--- src/hdl/iff_pkg.sv ---
// ----------------------------------------------------------------------------
// Integer field formatter package
// Shared widths, character codes, command and status structs and the digit table.
// ----------------------------------------------------------------------------
package iff_pkg;

    localparam int MAX_FIELD_DEF = 63;

    localparam int VALUE_W    = 32;
    localparam int WIDTH_W    = 6;
    localparam int PREC_W     = 7;
    localparam int CHAR_W     = 8;
    localparam int COUNT_W    = 7;
    localparam int S_TDATA_W  = 48;
    localparam int M_TDATA_W  = 16;

    localparam int DEC_DIGITS = 10;
    localparam int DIGIT_W    = 4;
    localparam int BCD_W      = DEC_DIGITS * DIGIT_W;
    localparam int DD_BITS    = 4;
    localparam int DD_STEPS   = VALUE_W / DD_BITS;
    localparam int DD_CNT_W   = $clog2(DD_STEPS);

    localparam logic REQ_DEC = 1'b0;
    localparam logic REQ_HEX = 1'b1;

    localparam logic [CHAR_W-1:0] CHAR_NUL   = 8'h00;
    localparam logic [CHAR_W-1:0] CHAR_SPACE = 8'h20;
    localparam logic [CHAR_W-1:0] CHAR_MINUS = 8'h2D;
    localparam logic [CHAR_W-1:0] CHAR_ZERO  = 8'h30;

    typedef struct packed {
        logic load;
        logic conv;
        logic size;
        logic emit;
    } iff_cmd_t;

    typedef struct packed {
        logic is_hex;
        logic out_free;
        logic emit_last;
    } iff_status_t;

    // Lower-case hexadecimal digit table; decimal digits use its first ten entries.
    function automatic logic [CHAR_W-1:0] digit_char(input logic [DIGIT_W-1:0] d);
        logic [CHAR_W-1:0] c;
        unique case (d)
            4'h0: c = 8'h30;
            4'h1: c = 8'h31;
            4'h2: c = 8'h32;
            4'h3: c = 8'h33;
            4'h4: c = 8'h34;
            4'h5: c = 8'h35;
            4'h6: c = 8'h36;
            4'h7: c = 8'h37;
            4'h8: c = 8'h38;
            4'h9: c = 8'h39;
            4'ha: c = 8'h61;
            4'hb: c = 8'h62;
            4'hc: c = 8'h63;
            4'hd: c = 8'h64;
            4'he: c = 8'h65;
            4'hf: c = 8'h66;
        endcase
        return c;
    endfunction

endpackage

--- src/hdl/iff_ctrl.sv ---
// ----------------------------------------------------------------------------
// Integer field formatter controller
// Sequences load, digit conversion, sizing and character emission.
// ----------------------------------------------------------------------------
module iff_ctrl (
    input  logic                 aclk,
    input  logic                 aresetn,
    input  logic                 s_tvalid,
    output logic                 s_tready,
    input  iff_pkg::iff_status_t status,
    output iff_pkg::iff_cmd_t    cmd
);

    typedef enum logic [1:0] {
        ST_IDLE,
        ST_CONV,
        ST_SIZE,
        ST_EMIT
    } state_t;

    state_t                        state_reg;
    logic [iff_pkg::DD_CNT_W-1:0]  step_cnt_reg;

    always_comb begin
        cmd      = '0;
        s_tready = (state_reg == ST_IDLE);
        unique case (state_reg)
            ST_IDLE: cmd.load = s_tvalid;
            ST_CONV: cmd.conv = !status.is_hex;
            ST_SIZE: cmd.size = 1'b1;
            ST_EMIT: cmd.emit = status.out_free;
        endcase
    end

    always_ff @(posedge aclk) begin
        if (!aresetn) begin
            state_reg    <= ST_IDLE;
            step_cnt_reg <= '0;
        end else begin
            unique case (state_reg)
                ST_IDLE: begin
                    step_cnt_reg <= '0;
                    if (s_tvalid) begin
                        state_reg <= ST_CONV;
                    end
                end
                ST_CONV: begin
                    // Hex values need no conversion; the nibbles are the digits.
                    if (status.is_hex) begin
                        state_reg <= ST_SIZE;
                    end else begin
                        step_cnt_reg <= step_cnt_reg + 1'b1;
                        if (step_cnt_reg == iff_pkg::DD_CNT_W'(iff_pkg::DD_STEPS - 1)) begin
                            state_reg <= ST_SIZE;
                        end
                    end
                end
                ST_SIZE: state_reg <= ST_EMIT;
                ST_EMIT: begin
                    if (status.out_free && status.emit_last) begin
                        state_reg <= ST_IDLE;
                    end
                end
            endcase
        end
    end

endmodule

--- src/hdl/iff_datapath.sv ---
// ----------------------------------------------------------------------------
// Integer field formatter datapath
// Request registers, binary-to-BCD shifter, field sizing and output register.
// ----------------------------------------------------------------------------
module iff_datapath #(
    parameter int MAX_FIELD = iff_pkg::MAX_FIELD_DEF
) (
    input  logic                            aclk,
    input  logic                            aresetn,
    input  iff_pkg::iff_cmd_t               cmd,
    output iff_pkg::iff_status_t            status,
    input  logic [iff_pkg::S_TDATA_W-1:0]   s_tdata,
    input  logic                            s_tuser,
    output logic                            m_tvalid,
    input  logic                            m_tready,
    output logic [iff_pkg::M_TDATA_W-1:0]   m_tdata,
    output logic                            m_tuser,
    output logic                            m_tlast
);

    localparam int VW = iff_pkg::VALUE_W;
    localparam int WW = iff_pkg::WIDTH_W;
    localparam int PW = iff_pkg::PREC_W;
    localparam int CW = iff_pkg::COUNT_W;
    localparam int BW = iff_pkg::BCD_W;
    localparam int DW = iff_pkg::DIGIT_W;
    localparam logic [8:0] MAX_F = 9'(MAX_FIELD);

    // Request registers
    logic           hex_reg;
    logic           neg_reg;
    logic           hasp_reg;
    logic [WW-1:0]  prec_reg;
    logic [WW-1:0]  width_reg;
    logic [VW-1:0]  bin_reg;
    logic [BW-1:0]  bcd_reg;

    // Field layout registers
    logic [DW-1:0]  nd_reg;
    logic [CW-1:0]  pad_reg;
    logic [CW-1:0]  zend_reg;
    logic [CW-1:0]  total_reg;
    logic [CW-1:0]  k_reg;

    // Output register
    logic                            m_tvalid_reg;
    logic [iff_pkg::CHAR_W-1:0]      m_char_reg;
    logic [CW-1:0]                   m_count_reg;
    logic                            m_last_reg;
    logic                            m_empty_reg;

    // Load decode
    logic [VW-1:0]  in_value;
    logic [WW-1:0]  in_width;
    logic [PW-1:0]  in_prec;
    logic           in_neg;
    logic [VW-1:0]  in_mag;
    logic [WW-1:0]  width_sat;
    logic [WW-1:0]  prec_sat;

    // Sizing and emission
    logic [DW-1:0]              nd_c;
    logic [WW-1:0]              zeros_c;
    logic [CW-1:0]              body_c;
    logic [CW-1:0]              pad_c;
    logic [CW-1:0]              total_c;
    logic                       last_c;
    logic                       empty_c;
    logic [CW-1:0]              idx_c;
    logic [DW-1:0]              nib_c;
    logic [iff_pkg::CHAR_W-1:0] char_c;

    // Double-dabble: DD_BITS shifts per call, each with add-3 on every digit of 5 or more.
    function automatic logic [BW+VW-1:0] dd_step(input logic [BW-1:0] bcd,
                                                 input logic [VW-1:0] bin);
        logic [BW-1:0] b;
        logic [VW-1:0] r;
        b = bcd;
        r = bin;
        for (int s = 0; s < iff_pkg::DD_BITS; s++) begin
            for (int i = 0; i < iff_pkg::DEC_DIGITS; i++) begin
                if (b[i*DW +: DW] >= 4'd5) begin
                    b[i*DW +: DW] = b[i*DW +: DW] + 4'd3;
                end
            end
            b = {b[BW-2:0], r[VW-1]};
            r = {r[VW-2:0], 1'b0};
        end
        return {b, r};
    endfunction

    always_comb begin
        in_value = s_tdata[VW-1:0];
        in_width = s_tdata[VW +: WW];
        in_prec  = s_tdata[VW+WW +: PW];
        in_neg   = (s_tuser == iff_pkg::REQ_DEC) && in_value[VW-1];
        in_mag   = in_neg ? (~in_value + 1'b1) : in_value;
        width_sat = ({3'b000, in_width} > MAX_F) ? MAX_F[WW-1:0] : in_width;
        prec_sat  = ({3'b000, in_prec[WW-1:0]} > MAX_F) ? MAX_F[WW-1:0] : in_prec[WW-1:0];
    end

    always_comb begin
        nd_c = 4'd1;
        for (int i = 1; i < iff_pkg::DEC_DIGITS; i++) begin
            if (bcd_reg[i*DW +: DW] != '0) begin
                nd_c = DW'(i + 1);
            end
        end
        // A zero value with an explicit precision prints no digits.
        if (bcd_reg == '0 && hasp_reg) begin
            nd_c = '0;
        end
        if (hasp_reg && (prec_reg > {2'b00, nd_c})) begin
            zeros_c = prec_reg - {2'b00, nd_c};
        end else begin
            zeros_c = '0;
        end
        body_c = {3'b000, nd_c} + {1'b0, zeros_c} + {6'b0, neg_reg};
        if ({1'b0, width_reg} > body_c) begin
            pad_c = {1'b0, width_reg} - body_c;
        end else begin
            pad_c = '0;
        end
        total_c = pad_c + body_c;
    end

    always_comb begin
        empty_c = (total_reg == '0);
        last_c  = empty_c || (k_reg == total_reg - 1'b1);
        // Digits fill the tail of the field, most significant first.
        idx_c   = total_reg - 1'b1 - k_reg;
        nib_c   = '0;
        for (int i = 0; i < iff_pkg::DEC_DIGITS; i++) begin
            if (idx_c[DW-1:0] == DW'(i)) begin
                nib_c = bcd_reg[i*DW +: DW];
            end
        end
        priority if (empty_c) begin
            char_c = iff_pkg::CHAR_NUL;
        end else if (k_reg < pad_reg) begin
            char_c = iff_pkg::CHAR_SPACE;
        end else if (neg_reg && (k_reg == pad_reg)) begin
            char_c = iff_pkg::CHAR_MINUS;
        end else if (k_reg < zend_reg) begin
            char_c = iff_pkg::CHAR_ZERO;
        end else begin
            char_c = iff_pkg::digit_char(nib_c);
        end
    end

    always_ff @(posedge aclk) begin
        if (cmd.load) begin
            hex_reg   <= (s_tuser == iff_pkg::REQ_HEX);
            neg_reg   <= in_neg;
            hasp_reg  <= !in_prec[PW-1];
            prec_reg  <= prec_sat;
            width_reg <= width_sat;
            bin_reg   <= in_mag;
            bcd_reg   <= (s_tuser == iff_pkg::REQ_HEX) ? {{(BW-VW){1'b0}}, in_mag} : '0;
        end else if (cmd.conv) begin
            {bcd_reg, bin_reg} <= dd_step(bcd_reg, bin_reg);
        end
        if (cmd.size) begin
            nd_reg    <= nd_c;
            pad_reg   <= pad_c;
            zend_reg  <= total_c - {3'b000, nd_c};
            total_reg <= total_c;
            k_reg     <= '0;
        end else if (cmd.emit) begin
            k_reg <= k_reg + 1'b1;
        end
        if (cmd.emit) begin
            m_char_reg  <= char_c;
            m_last_reg  <= last_c;
            m_empty_reg <= empty_c;
            m_count_reg <= last_c ? total_reg : '0;
        end
    end

    always_ff @(posedge aclk) begin
        if (!aresetn) begin
            m_tvalid_reg <= 1'b0;
        end else if (cmd.emit) begin
            m_tvalid_reg <= 1'b1;
        end else if (m_tready) begin
            m_tvalid_reg <= 1'b0;
        end
    end

    assign status.is_hex    = hex_reg;
    assign status.out_free  = !m_tvalid_reg || m_tready;
    assign status.emit_last = last_c && (nd_reg <= 4'd10);

    assign m_tvalid = m_tvalid_reg;
    assign m_tdata  = {1'b0, m_count_reg, m_char_reg};
    assign m_tuser  = m_empty_reg;
    assign m_tlast  = m_last_reg;

endmodule

--- src/hdl/integer_field_formatter.sv ---
// ----------------------------------------------------------------------------
// Integer field formatter
// One printf-style integer conversion (%d or %x with width and precision).
// ----------------------------------------------------------------------------
// Each input transaction is one conversion request; the block answers with
// one output transaction per ASCII character, in the order left padding
// spaces, a minus sign for a negative decimal, zero fill up to the
// precision, then the digits most significant first. The final character
// has tlast set and carries the total character count; when nothing is
// printed a single empty marker (tuser set, character and count zero) is
// sent instead. Requests are handled one at a time: an accepted request
// is loaded, run through the binary-to-decimal shifter (four bits per
// cycle) if it is decimal or passed straight on if it is hex, sized, and
// then emitted character by character through the output register, which
// takes a new character whenever it is empty or its character is being
// taken. The next request is taken once the last character is in the
// output register, even while that character waits to be taken.
// Width and precision above MAX_FIELD are saturated to it.
// ----------------------------------------------------------------------------
module integer_field_formatter #(
    parameter int MAX_FIELD = iff_pkg::MAX_FIELD_DEF
) (
    input  logic                            aclk,
    input  logic                            aresetn,
    // Request channel.
    input  logic                            s_tvalid,
    output logic                            s_tready,
    // s_tdata: value_bits [31:0], field_width [37:32], precision [44:38], zero fill.
    input  logic [iff_pkg::S_TDATA_W-1:0]   s_tdata,
    // s_tuser: req_type (0 signed decimal, 1 lower-case hex).
    input  logic                            s_tuser,
    // Character channel.
    output logic                            m_tvalid,
    input  logic                            m_tready,
    // m_tdata: out_char [7:0], total_count [14:8], zero fill.
    output logic [iff_pkg::M_TDATA_W-1:0]   m_tdata,
    // m_tuser: empty_res.
    output logic                            m_tuser,
    // m_tlast: last character of the conversion.
    output logic                            m_tlast
);

    // Commands from the controller and status back from the datapath.
    iff_pkg::iff_cmd_t    cmd;
    iff_pkg::iff_status_t status;

    iff_ctrl u_ctrl (
        .aclk     (aclk),
        .aresetn  (aresetn),
        .s_tvalid (s_tvalid),
        .s_tready (s_tready),
        .status   (status),
        .cmd      (cmd)
    );

    iff_datapath #(
        .MAX_FIELD (MAX_FIELD)
    ) u_datapath (
        .aclk     (aclk),
        .aresetn  (aresetn),
        .cmd      (cmd),
        .status   (status),
        .s_tdata  (s_tdata),
        .s_tuser  (s_tuser),
        .m_tvalid (m_tvalid),
        .m_tready (m_tready),
        .m_tdata  (m_tdata),
        .m_tuser  (m_tuser),
        .m_tlast  (m_tlast)
    );

endmodule

--- config.mk ---
export PLATFORM = sky130hd
export DESIGN_NAME = integer_field_formatter
export DESIGN_NICKNAME = d
export VERILOG_FILES = /design/src/hdl/iff_pkg.sv /design/src/hdl/iff_ctrl.sv /design/src/hdl/iff_datapath.sv /design/src/hdl/integer_field_formatter.sv
export SDC_FILE = /design/constraint.sdc
export NUM_CORES = 1
export LEC_CHECK = 0
export BUFFER_PORTS_ARGS = -buffer_cell sky130_fd_sc_hd__clkbuf_2
export CAP_MARGIN = 25
export CORE_AREA = 2 2 164 166
export DETAILED_ROUTE_END_ITERATION = 6
export DIE_AREA = 0 0 166 168
export GPL_TIMING_DRIVEN = 0
export PLACE_DENSITY = 0.68
export SLEW_MARGIN = 0
export SYNTH_ARGS = -nofsm -noshare
export SYNTH_HDL_FRONTEND = slang
export SYNTH_SLANG_ARGS = --single-unit
--- constraint.sdc ---
create_clock -name aclk -period 8.9 [get_ports aclk]
set_input_delay 1.78 -clock aclk [delete_from_list [all_inputs] [get_ports aclk]]
set_output_delay 1.78 -clock aclk [all_outputs]
set_load 0.01 [all_outputs]
; ---- Word level (Yosys, flattened, before mapping)
; Memories as Yosys holds them, arrays and structs flattened.
; Index checks and enable logic that the tools add are counted.
[op_classes]
magnitude_cmp = 45
muxes = 144
bitwise_logic = 2
n_eq_ne = 19
add_sub_neg = 51
reduce_logical = 32
[op_table]
columns = cell, count
row1 = 2-to-1 mux 4 bit, 104
row2 = "greater-or-equal comparator 4 x 3 -> 1 bit, second input constant", 40
row3 = "adder 4 x 2 -> 4 bit, second input constant", 36
row4 = 2-to-1 mux 32 bit, 4
row5 = 2-to-1 mux 40 bit, 2
row6 = 2-to-1 mux 3 bit, 15
row7 = logical NOT 40 bit, 1
row8 = nonzero test 4 bit, 9
row9 = "adder 32 x 1 -> 32 bit, second input constant", 1
row10 = inverter 32 bit, 1
row11 = 2-to-1 mux 6 bit, 4
row12 = "equality test 4 x 3 -> 1 bit, second input constant", 4
row13 = equality test 7 bit, 2
row14 = less-than comparator 7 bit, 2
row15 = "adder 3 x 2 -> 3 bit, second input constant", 4
row16 = 2-to-1 mux 2 bit, 6
row17 = "equality test 4 x 2 -> 1 bit, second input constant", 2
row18 = "equality test 4 bit, second input constant", 2
row19 = case mux 2 bit (4 select lines), 1
row20 = adder 4 x 6 -> 7 bit, 1
row21 = adder 7 x 1 -> 7 bit, 1
row22 = "adder 7 x 1 -> 7 bit, second input constant", 1
row23 = adder 7 bit, 1
row24 = > comparator 6 x 7 -> 1 bit, 1
row25 = 31 further kinds, 48
[word_totals]
mem_count = 1
regBits = 142
in_bits = 53
mem_bits_ro = 96
[memory_table]
columns = name, depth, width, read_ports, rd_clocked_by_memory_dff, write_ports, line_no
row1 = (no name shown), 16, 6, 1, 0, 0, iff_pkg.sv:48  ; unique case (d)

; ---- Depth between registers and ports, before layout
; Gate-level depths: netlist of run 1.
[depth]
word_depth = 20
ltp_mapped = 39
mapped_depth_nobuf = 39

; ---- By module
; Synthesis of run 1 repeated with hierarchy kept, for this count alone.
[unflattened]
hier_cells = 1398
area_unflattened_um2 = 12894.9
[by_module_without_submodules]
columns = mod, area_per_inst_um2, n_inst, seq_area_each_um2, cells_each
row1 = iff_datapath, 12555.8, 1, 4003.8, 1361
row2 = iff_ctrl, 339.1, 1, 100.1, 37

; ---- Least setup slack after synthesis of run 1
; No wires, ideal clock.
[synth_path]
kind = flip-flop to flip-flop
from = register u_datapath.bcd_reg[12]
to = register u_datapath.zend_reg[6] (data pin)
path_stages_with_launch = 38
setup_ns = 0.267
setup_slack_ns = 1.034
t_arrival_ns = 7.599
t_required_ns = 8.633
path_cell_list = edfxtp_1 inv_1 ha_1 nor3b_1 o41ai_1 nand2_1 a21boi_0 o21ai_0 ha_1 inv_1 fa_1 a21o_1 a21oi_1 a41oi_1 o31ai_1 mux2_2 ha_1 a31o_2 (+2 left out) ha_1 nor2b_1 o21ai_0 nand2b_1 a21o_1 a21o_1 and2_1 o22ai_1 or3_1 inv_1 ha_1 a21o_1 a21oi_1 xnor2_1 ha_1 a21oi_1 nor3b_1 xor2_1
[synth_between]
elab_chain_cells = 18
word_cells_on_any_way = 22
[synth_rtl]
columns = item, line_no
row1 = start: declaration, iff_datapath.sv:36  ; logic [BW-1:0] bcd_reg;
row2 = start signal: assignment, iff_datapath.sv:159  ; bcd_reg <= (s_tuser == iff_pkg::REQ_HEX) ? {{(BW-VW){1'b0}}, in_mag} : '0;
row3 = start signal: assignment, iff_datapath.sv:161  ; {bcd_reg, bin_reg} <= dd_step(bcd_reg, bin_reg);
row4 = nonzero test 4 bit, iff_datapath.sv:105  ; if (bcd_reg[i*DW +: DW] != '0) begin
row5 = 2-to-1 mux 3 bit (4 in a row), iff_datapath.sv:105
row6 = 2-to-1 mux 4 bit (3 in a row), iff_datapath.sv:105
row7 = 2-to-1 mux 4 bit *, iff_datapath.sv:110  ; if (bcd_reg == '0 && hasp_reg) begin
row8 = net u_datapath.nd_c[0], iff_datapath.sv:62  ; logic [DW-1:0] nd_c;
row9 = > comparator 6 x 4 -> 1 bit, iff_datapath.sv:113  ; if (hasp_reg && (prec_reg > {2'b00, nd_c})) begin
row10 = logical AND 1 bit, iff_datapath.sv:113
row11 = 2-to-1 mux 6 bit, iff_datapath.sv:113
row12 = adder 4 x 6 -> 7 bit *, iff_datapath.sv:118  ; body_c = {3'b000, nd_c} + {1'b0, zeros_c} + {6'b0, neg_reg};
row13 = adder 7 x 1 -> 7 bit *, iff_datapath.sv:118
row14 = subtractor 6 x 7 -> 7 bit / > comparator 6 x 7 -> 1 bit (equally long branches), "iff_datapath.sv:120, iff_datapath.sv:119"
row15 = 2-to-1 mux 7 bit *, iff_datapath.sv:119  ; if ({1'b0, width_reg} > body_c) begin
row16 = net u_datapath.pad_c[1], iff_datapath.sv:65  ; logic [CW-1:0] pad_c;
row17 = adder 7 bit *, iff_datapath.sv:124  ; total_c = pad_c + body_c;
row18 = net u_datapath.total_c[3], iff_datapath.sv:66  ; logic [CW-1:0] total_c;
row19 = subtractor 7 x 4 -> 7 bit *, iff_datapath.sv:166  ; zend_reg <= total_c - {3'b000, nd_c};
row20 = end signal: assignment, iff_datapath.sv:166
row21 = end: declaration, iff_datapath.sv:41  ; logic [CW-1:0] zend_reg;
; Mark *: on every way through the listed nets, which the timed path passes. The rest lies on a longest branch.
; A chain may end at the register's enable or synchronous reset.

; ---- Worst setup path in the final report of run 1
[layout_path]
from = register u_datapath.bcd_reg[28]
to = register u_datapath.zend_reg[6] (data pin)
[layout_between]
elab_chain_cells = 14
word_cells_on_any_way = 18
[layout_rtl]
columns = item, line_no
row1 = nonzero test 4 bit, iff_datapath.sv:105
row2 = 2-to-1 mux 4 bit (3 in a row), iff_datapath.sv:105
row3 = 2-to-1 mux 4 bit *, iff_datapath.sv:110
row4 = > comparator 6 x 4 -> 1 bit, iff_datapath.sv:113
row5 = logical AND 1 bit, iff_datapath.sv:113
row6 = 2-to-1 mux 6 bit, iff_datapath.sv:113
row7 = adder 4 x 6 -> 7 bit *, iff_datapath.sv:118
row8 = adder 7 x 1 -> 7 bit *, iff_datapath.sv:118
row9 = subtractor 6 x 7 -> 7 bit / > comparator 6 x 7 -> 1 bit (equally long branches), "iff_datapath.sv:120, iff_datapath.sv:119"
row10 = 2-to-1 mux 7 bit *, iff_datapath.sv:119
row11 = net u_datapath.pad_c[1], iff_datapath.sv:65
row12 = adder 7 bit *, iff_datapath.sv:124
row13 = net u_datapath.total_c[3], iff_datapath.sv:66
row14 = subtractor 7 x 4 -> 7 bit *, iff_datapath.sv:166
; Marked as above.

==> out/results.tsv, run 1 <==
metric	value	unit
slew_violations	0	
fin_nets	1726	
timing.final.crit_share	94.6	%
setup_viol	0	
tightest_slew	0.757	ns
pre_cts_slack	-0.332	ns
hpwl	23300	µm
multiInputGateArea	8190	µm²
synthDistinctLibCells	92	
finalWorstSetupSlack	0.477	ns
cts_buffers	17	
seqCellArea	4100	µm²
max-cap-violations	0	
post_cts_buffers	0	
start_util	49.2	%
placed_area	13800	µm²
antenna_found_initial	0	
cts.sinks	141	
vias_per_cell	5.55	
path_clk_slew	0.07	ns
avgSynthCellArea	9.00	µm²
hold_buffers	0	
fin_crit	8.42	ns
cp.arrival	8.60	ns
worstSetupEndpointType	register	
grt_pass1_wl	48100	µm
required	9.08	ns
die-area	27900	µm²
routed_wirelength	29500	µm
grt_start_max_net_pins	38	
relSlewSlack	49.4	%
drt-initial-drc-count	647	
h-tree-depth	4	
rows	60	
io_pins	73	
ys_seq_area_share	31.7	%
cts-root-buf	clkbuf_16	
port_buffers	67	
status	finished, final reports clean	
clk_latency	0.43	ns
clock_skew	0.0137	ns
yosys.area.top_type	edfxtp_1	
yosysTopAreaCellShare	29.7	%
die_y	168	µm
synth-edff-count	128	
netlist_top_cells_area	edfxtp_1, ha_1, xnor2_1	
holdWs	0.505	ns
crit_type	register to register	
fmax	119	MHz
largest_reg_flops	40	
critPathMaxFanout	5	
syn2layout_area_growth	11.4	%
cp_common_cell	ha_1	
grtUsageTotal	21.1	%
gp_congestion	0.877	
n_fill_cell	2400	
clockBufferDepth	2	
hold_viol	0	
netlist_instances	1440	
hp-class	register to register	
startpoint_type	register	
drc	0	
drive_above_1_share	12.3	%
max_stage_delay	0.50	ns
grt.overflow.total	0	
synth_area	13000	µm²
ys.flop_type	edfxtp_1	
grt_pass1_vias	9914	
final_area	14400	µm²
ys_ff_latch	141	
dr.pass1.iters	5	
cts_tree	yes	
async_flop_share	0	%
via_count	10500	
layout.core_utilization	54.8	%
n_antenna_cell	0	
slowest_stage	fa_1	
die_w	166	µm
wire_per_inst	15.6	µm
core_area	26400	µm²
ant_nets	0	
yosysWarnings	0	
[Yosys cell counts, types with 12 or more instances]
library cell and number:
inv_1 147, nand3_1 37, nand2_1 108, xnor2_1 70, a21o_1 26, mux2_2 24, nor3b_1 22, clkbuf_1 27
ha_1 137, nand2b_1 42, o21ai_0 100, a211oi_1 19, nor3_1 20, edfxtp_1 128, mux2i_1 52, nor2b_1 25
nor2_1 103, o21a_1 12, or3_1 13, a21oi_1 83, o21ai_1 18, dfxtp_1 13, xor2_1 27
[metrics by stage]
step                        TNS, ns  cells
after CTS                         0   1883
final                             0   1884
after global placement       -0.225   1849
after global routing      -0.000394   1884
after floorplan                   0   1441
after detailed placement     -0.558   1851
[what timing repair did]
item / 4_1_cts / 5_1_grt
resized for setup: 3 / 11
gates cloned: 0 / 0
setup endpoints to repair: 3 / 5
hold endpoints to repair: 0 / 0
[path summary, 6_finish.rpt]
| path | startpoint | slack (ns) | cells past startpoint | end |
|---|---|---|---|---|
| setup / recovery | u_datapath.bcd_reg[28] | 0.48 | 34 | u_datapath.zend_reg[6] |
| hold / removal | u_ctrl.step_cnt_reg[1] | 0.51 | 2 | u_ctrl.step_cnt_reg[1] |
| setup reg to reg | u_datapath.bcd_reg[28] | 0.48 | 34 | u_datapath.zend_reg[6] |
| hold reg to reg | u_ctrl.step_cnt_reg[1] | 0.51 | 2 | u_ctrl.step_cnt_reg[1] |
[cell families after synthesis]
group           after synthesis  share of synthesized area (%)
xor+xnor                     98                           6.68
compound gates              351                           17.3
simple gates                428                           16.7
other cells                   1                         0.0289
buf+inv                     192                           5.72
flops                       141                           31.7
mux                          86                           7.69
fa+ha+maj                   143                           14.2
[layer usage]
| metal | vias to the layer above | share of wire, % | track usage, % |
|---|---|---|---|
| li1 | 5303 | - | - |
| met1 | 4871 | 44 | 26.5 |
| met2 | 242 | 49 | 37.2 |
| met3 | 46 | 4.6 | 3.15 |
| met4 | 0 | 2.6 | 7.15 |
| met5 | - | 0 | 0 |
[worst max-delay path, delay by kind of cell (launching register included)]
| kind | cells | cell delay [ns] |
|---|---|---|
| flops | 1 | 0.45 |
| buf+inv | 2 | 0.23 |
| mux | 1 | 0.37 |
| fa+ha+maj | 7 | 2.17 |
| simple gates | 10 | 2.20 |
| xor+xnor | 2 | 0.28 |
| compound gates | 12 | 2.47 |
[layout make-up]
type / count / area share [%]
plain buffers: 38 / 1.14
clock inverters: 12 / 0.971
multi-input cells: 1108 / 56.7
well taps: 341 / 2.96
repair buffers: 70 / 2.67
flip-flops and latches: 141 / 28.4
clock buffers: 20 / 3.09
inverters: 154 / 4.00
[placed cells by master (no fill, tap or decap), types with 17 or more instances in the layout]
master and count:
nand3_1 37, clkbuf_1 29, xnor2_1 69, nand2b_1 42, edfxtp_1 128, nand2_1 107
a21o_1 26, nor2b_1 25, inv_1 147, o21ai_1 18, mux2_2 24, nor2_1 103
ha_1 137, mux2i_1 52, a211oi_1 19, xor2_1 27, a21oi_1 82, clkbuf_2 67
nor3_1 19, clkbuf_16 17, o21ai_0 99
Power of run 1 is left out: the tool's default activity adds up to more than one toggle a clock period on the data nets, which glitch-free logic cannot reach.
==> run 2, diff against run 1 <==
--- a/config.mk
+++ b/config.mk
@@ -7,11 +7,11 @@
 export LEC_CHECK = 0
 export BUFFER_PORTS_ARGS = -buffer_cell sky130_fd_sc_hd__clkbuf_2
 export CAP_MARGIN = 25
-export CORE_AREA = 2 2 164 166
+export CORE_AREA = 2 2 171 173
 export DETAILED_ROUTE_END_ITERATION = 6
-export DIE_AREA = 0 0 166 168
+export DIE_AREA = 0 0 173 175
 export GPL_TIMING_DRIVEN = 0
-export PLACE_DENSITY = 0.68
+export PLACE_DENSITY = 0.64
 export SLEW_MARGIN = 0
 export SYNTH_ARGS = -nofsm -noshare
 export SYNTH_HDL_FRONTEND = slang
==> run 2 against run 1 <==
  * Utilization down 3.5 points
  * Critical path depth up 2
  * Hold slack improved by 0.010 ns
  * Design area rose by 0.95%
  * Clock skew decreased by 0.0018 ns
  * Worst setup slack improved by 0.16 ns
  * Count of clock-buffer cells in the layout decreased by 2
  * Die area rose by 8.6%
  * Non-clock buffer count rose by 7
  * Global-route usage down 1.5 points
  * Sequential cell count unchanged
  * Via count about the same
==> out/results.tsv, run 2 (synthesis gave the netlist of run 1 again) <==
metric	value	unit
status	finished, final reports clean	
clk_latency	0.43	ns
wire_per_inst	15.3	µm
cp.arrival	8.44	ns
slew_violations	0	
io_pins	73	
die_w	173	µm
cp_common_cell	ha_1	
grt.overflow.total	0	
rows	62	
multiInputGateArea	8200	µm²
syn2layout_area_growth	12.4	%
port_buffers	67	
timing.final.crit_share	92.8	%
maxUsedRoutingLayer	met5	
clock_skew	0.0119	ns
layout.core_utilization	51.3	%
drive_above_1_share	13.0	%
start_util	45.6	%
via_count	10500	
fin_crit	8.26	ns
final_common_cell	inv_1	
h-tree-depth	4	
grt_pass1_wl	48000	µm
clockBufferDepth	2	
n_fill_cell	2644	
startpoint_type	register	
hold_buffers	0	
cts_tree	yes	
drc	0	
grtUsageTotal	19.5	%
hpwl	23400	µm
path_clk_slew	0.07	ns
tightest_slew	0.731	ns
max_stage_delay	0.50	ns
dr.pass1.iters	5	
ant_nets	0	
antenna_found_initial	1	
gp_congestion	0.879	
setup_viol	0	
rsz0062_at_grt	false	
required	9.08	ns
crit_type	register to register	
grt_pass1_vias	9863	
die-area	30300	µm²
relSlewSlack	50.6	%
cts.sinks	141	
routed_wirelength	29500	µm
vias_per_cell	5.41	
slowest_stage	fa_1	
grt_start_max_net_pins	48	
cts_buffers	17	
n_antenna_cell	0	
cts-root-buf	clkbuf_16	
hp-class	register to register	
seqCellArea	4100	µm²
worstSetupEndpointType	register	
die_y	175	µm
drt-met1-wl	13400	µm
fmax	121	MHz
fin_nets	1733	
max-cap-violations	0	
drt-initial-drc-count	653	
hold_viol	0	
met3_length	1160	µm
critPathMaxFanout	7	
largest_reg_flops	40	
wl_met2	14300	µm
core_area	28400	µm²
final_cell_mix	inv_1, ha_1, edfxtp_1	
run 2: worst paths after layout:
path	to	depth (start not counted)	slack [ns]	from
max	u_datapath.zend_reg[6]	36	0.64	u_datapath.bcd_reg[24]
min	u_ctrl.step_cnt_reg[1]	2	0.52	u_ctrl.step_cnt_reg[1]
max reg2reg	u_datapath.zend_reg[6]	36	0.64	u_datapath.bcd_reg[24]
min reg2reg	u_ctrl.step_cnt_reg[1]	2	0.52	u_ctrl.step_cnt_reg[1]
run 2: what timing repair did:
item,4_1_cts,5_1_grt
resized for setup,3,15
setup endpoints to repair,3,5
buffers inserted,0,7
pin swaps,0,2
run 2: area by class of cell:
type,count,area share (%)
buffer,38,1.12
clock buffer,18,3.09
clock inverter,14,0.944
inverter,154,3.97
multi-input combinational,1108,56.3
sequential,141,28.2
tap,384,3.30
timing repair buffer,77,3.14
run 2: through the flow:
step	setup TNS, ns	setup slack (ns)	area (µm²)	cells	hold slack (ns)
after global placement	-0.325	-0.255	13800	1892	0.498
after CTS	0	0.0773	14400	1926	0.513
after global routing	0	0.0621	14600	1934	0.556
after detailed placement	-0.370	-0.266	13800	1894	0.496
final	0	0.642	14600	1934	0.516
after floorplan	0	1.03	13000	1441	0.470
run 2: worst max-delay path, delay by kind of cell (launching register included):
family,cells,cell delay (ns)
xor+xnor,2,0.28
mux,1,0.39
compound gates,14,2.84
fa+ha+maj,8,2.48
buf+inv,3,0.22
flops,1,0.48
simple gates,8,1.31
run 2: layer usage:
metal / track usage (%) / up-vias
li1: - / 5322
met3: 3.00 / 37
met5: 0 / -
met4: 6.04 / 2
met1: 24.5 / 4892
met2: 34.7 / 216
Power of run 2 is left out for the same reason.
==> run 3, diff against run 2 <==
--- a/config.mk
+++ b/config.mk
@@ -7,11 +7,11 @@
 export LEC_CHECK = 0
 export BUFFER_PORTS_ARGS = -buffer_cell sky130_fd_sc_hd__clkbuf_2
 export CAP_MARGIN = 25
-export CORE_AREA = 2 2 171 173
+export CORE_AREA = 2 2 188 190
 export DETAILED_ROUTE_END_ITERATION = 6
-export DIE_AREA = 0 0 173 175
+export DIE_AREA = 0 0 190 192
 export GPL_TIMING_DRIVEN = 0
-export PLACE_DENSITY = 0.64
+export PLACE_DENSITY = 0.55
 export SLEW_MARGIN = 0
 export SYNTH_ARGS = -nofsm -noshare
 export SYNTH_HDL_FRONTEND = slang
==> constraint.sdc (replaced) <==
create_clock -name aclk -period 8.7 [get_ports aclk]
set_input_delay 1.74 -clock aclk [delete_from_list [all_inputs] [get_ports aclk]]
set_output_delay 1.74 -clock aclk [all_outputs]
set_load 0.01 [all_outputs]
==> run 3 against run 2 <==
  * Clock skew decreased by 0.0017 ns
  * Sequential cell count did not move
  * Fmax grew 1.4%
  * Utilization fell by 8.3 points
  * Design area is 1.2% higher
  * Die area rose by 20%
  * Register-to-register slack worse by 0.09 ns
  * Wire length is 3.4% higher
  * Cell count increased by 3.8%
  * Global-route usage fell by 2.4 points
==> out/results.tsv, run 3 (synthesis gave the netlist of run 1 again) <==
metric	value	unit
drc	0	
maxUsedRoutingLayer	met4	
multiInputGateArea	8230	µm²
cts.sinks	141	
rows	68	
wl_met2	14600	µm
rsz0062_at_grt	false	
crit_type	register to register	
finalNonFillerCells	2008	
grt_pass1_wl	49600	µm
n_fill_cell	3343	
clk_latency	0.43	ns
relSlewSlack	46.4	%
numPlacedInstances	1966	
cp_common_cell	ha_1	
grt.overflow.total	0	
hp-class	register to register	
cts_buffers	17	
drive_above_1_share	13.3	%
max_stage_delay	0.50	ns
crit_family	compound AO/OA/AOI/OAI gates	
hold_buffers	0	
core_area	34300	µm²
met3_length	1020	µm
max-cap-violations	0	
cts-root-buf	clkbuf_16	
reg2regPathDepth	36	
gp_congestion	0.834	
io_pins	73	
setup_viol	0	
worstSetupEndpointType	register	
cts_tree	yes	
required	8.87	ns
slowest_stage	fa_2	
startpoint_type	register	
clock_skew	0.0101	ns
dr.pass1.iters	6	
status	finished, final reports clean	
hpwl	24300	µm
fin_crit	8.15	ns
timing.final.crit_share	93.6	%
final_common_cell	inv_1	
syn2layout_area_growth	13.8	%
seqCellArea	4100	µm²
slew_violations	0	
cp.arrival	8.31	ns
timing.critical_path.buf_inv	3	
vias_per_cell	5.13	
routed_wirelength	30500	µm
drt-met1-wl	14600	µm
tightest_slew	0.794	ns
drt-initial-drc-count	609	
wire_per_inst	15.2	µm
whs_path_depth	2	
grt_start_max_net_pins	39	
h-tree-depth	4	
port_buffers	67	
hold_viol	0	
ant_nets	0	
largest_reg_flops	40	
fmax	123	MHz
grtUsageTotal	17.1	%
die_y	192	µm
clockBufferDepth	2	
critPathMaxFanout	7	
n_antenna_cell	0	
start_util	37.8	%
cp.depth	36	
final_cell_mix	inv_1, ha_1, edfxtp_1	
antenna_found_initial	0	
path_clk_slew	0.06	ns
grt_pass1_vias	9882	
via_count	10300	
die_w	190	µm
die-area	36500	µm²
fin_nets	1737	
==> run 3: worst paths after layout <==
check / startpoint / end / slack, ns
worst min register to register: u_ctrl.step_cnt_reg[1] / u_ctrl.step_cnt_reg[1] / 0.51
worst max register to register: u_datapath.bcd_reg[24] / u_datapath.zend_reg[6] / 0.55
worst max-delay path: u_datapath.bcd_reg[24] / u_datapath.zend_reg[6] / 0.55
worst min-delay path: u_ctrl.step_cnt_reg[1] / u_ctrl.step_cnt_reg[1] / 0.51
==> run 3: cell type report <==
type / instances / share of cell area (%)
multi-input cells: 1108 / 55.8
flip-flops and latches: 141 / 27.8
inverters: 154 / 3.92
well taps: 455 / 3.86
repair buffers: 81 / 3.23
clock buffers: 19 / 2.94
clock inverters: 12 / 1.32
plain buffers: 38 / 1.11
==> run 3: through the flow <==
| step | hold WS (ns) | TNS (ns) | setup WS (ns) | area (µm²) | utilization (%) |
|---|---|---|---|---|---|
| after global routing | 0.544 | 0 | 0.0455 | 14700 | 43.0 |
| final | 0.507 | 0 | 0.555 | 14700 | 43.0 |
| after detailed placement | 0.499 | -1.05 | -0.472 | 13900 | 40.6 |
| after global placement | 0.488 | -0.881 | -0.445 | 13900 | 40.4 |
| after CTS | 0.514 | 0 | 0.0454 | 14600 | 42.6 |
| after floorplan | 0.470 | 0 | 0.834 | 13000 | - |
==> run 3: what timing repair did <==
action                     4_1_cts  5_1_grt
setup endpoints to repair        5        8
pin swaps                        1        2
buffers inserted                 1       10
gates resized for setup          6       18
==> run 3: layer usage <==
| metal | vias up | global-route usage (%) |
|---|---|---|
| li1 | 5322 | - |
| met1 | 4795 | 22.6 |
| met2 | 167 | 29.2 |
| met3 | 21 | 2.59 |
| met4 | 0 | 4.59 |
| met5 | - | 0 |
==> run 3: worst reg2reg max path: cells and delay by family, from the launching register on <==
family	cells	cell delay [ns]
xor gates and xnor gates	2	0.27
DFF	1	0.45
and+or+nand+nor	8	1.33
buffers and inverters	3	0.20
AOI/OAI and AO/OA	14	2.77
muxes	1	0.38
adders and majority gates	8	2.48
Power of run 3 is left out for the same reason.
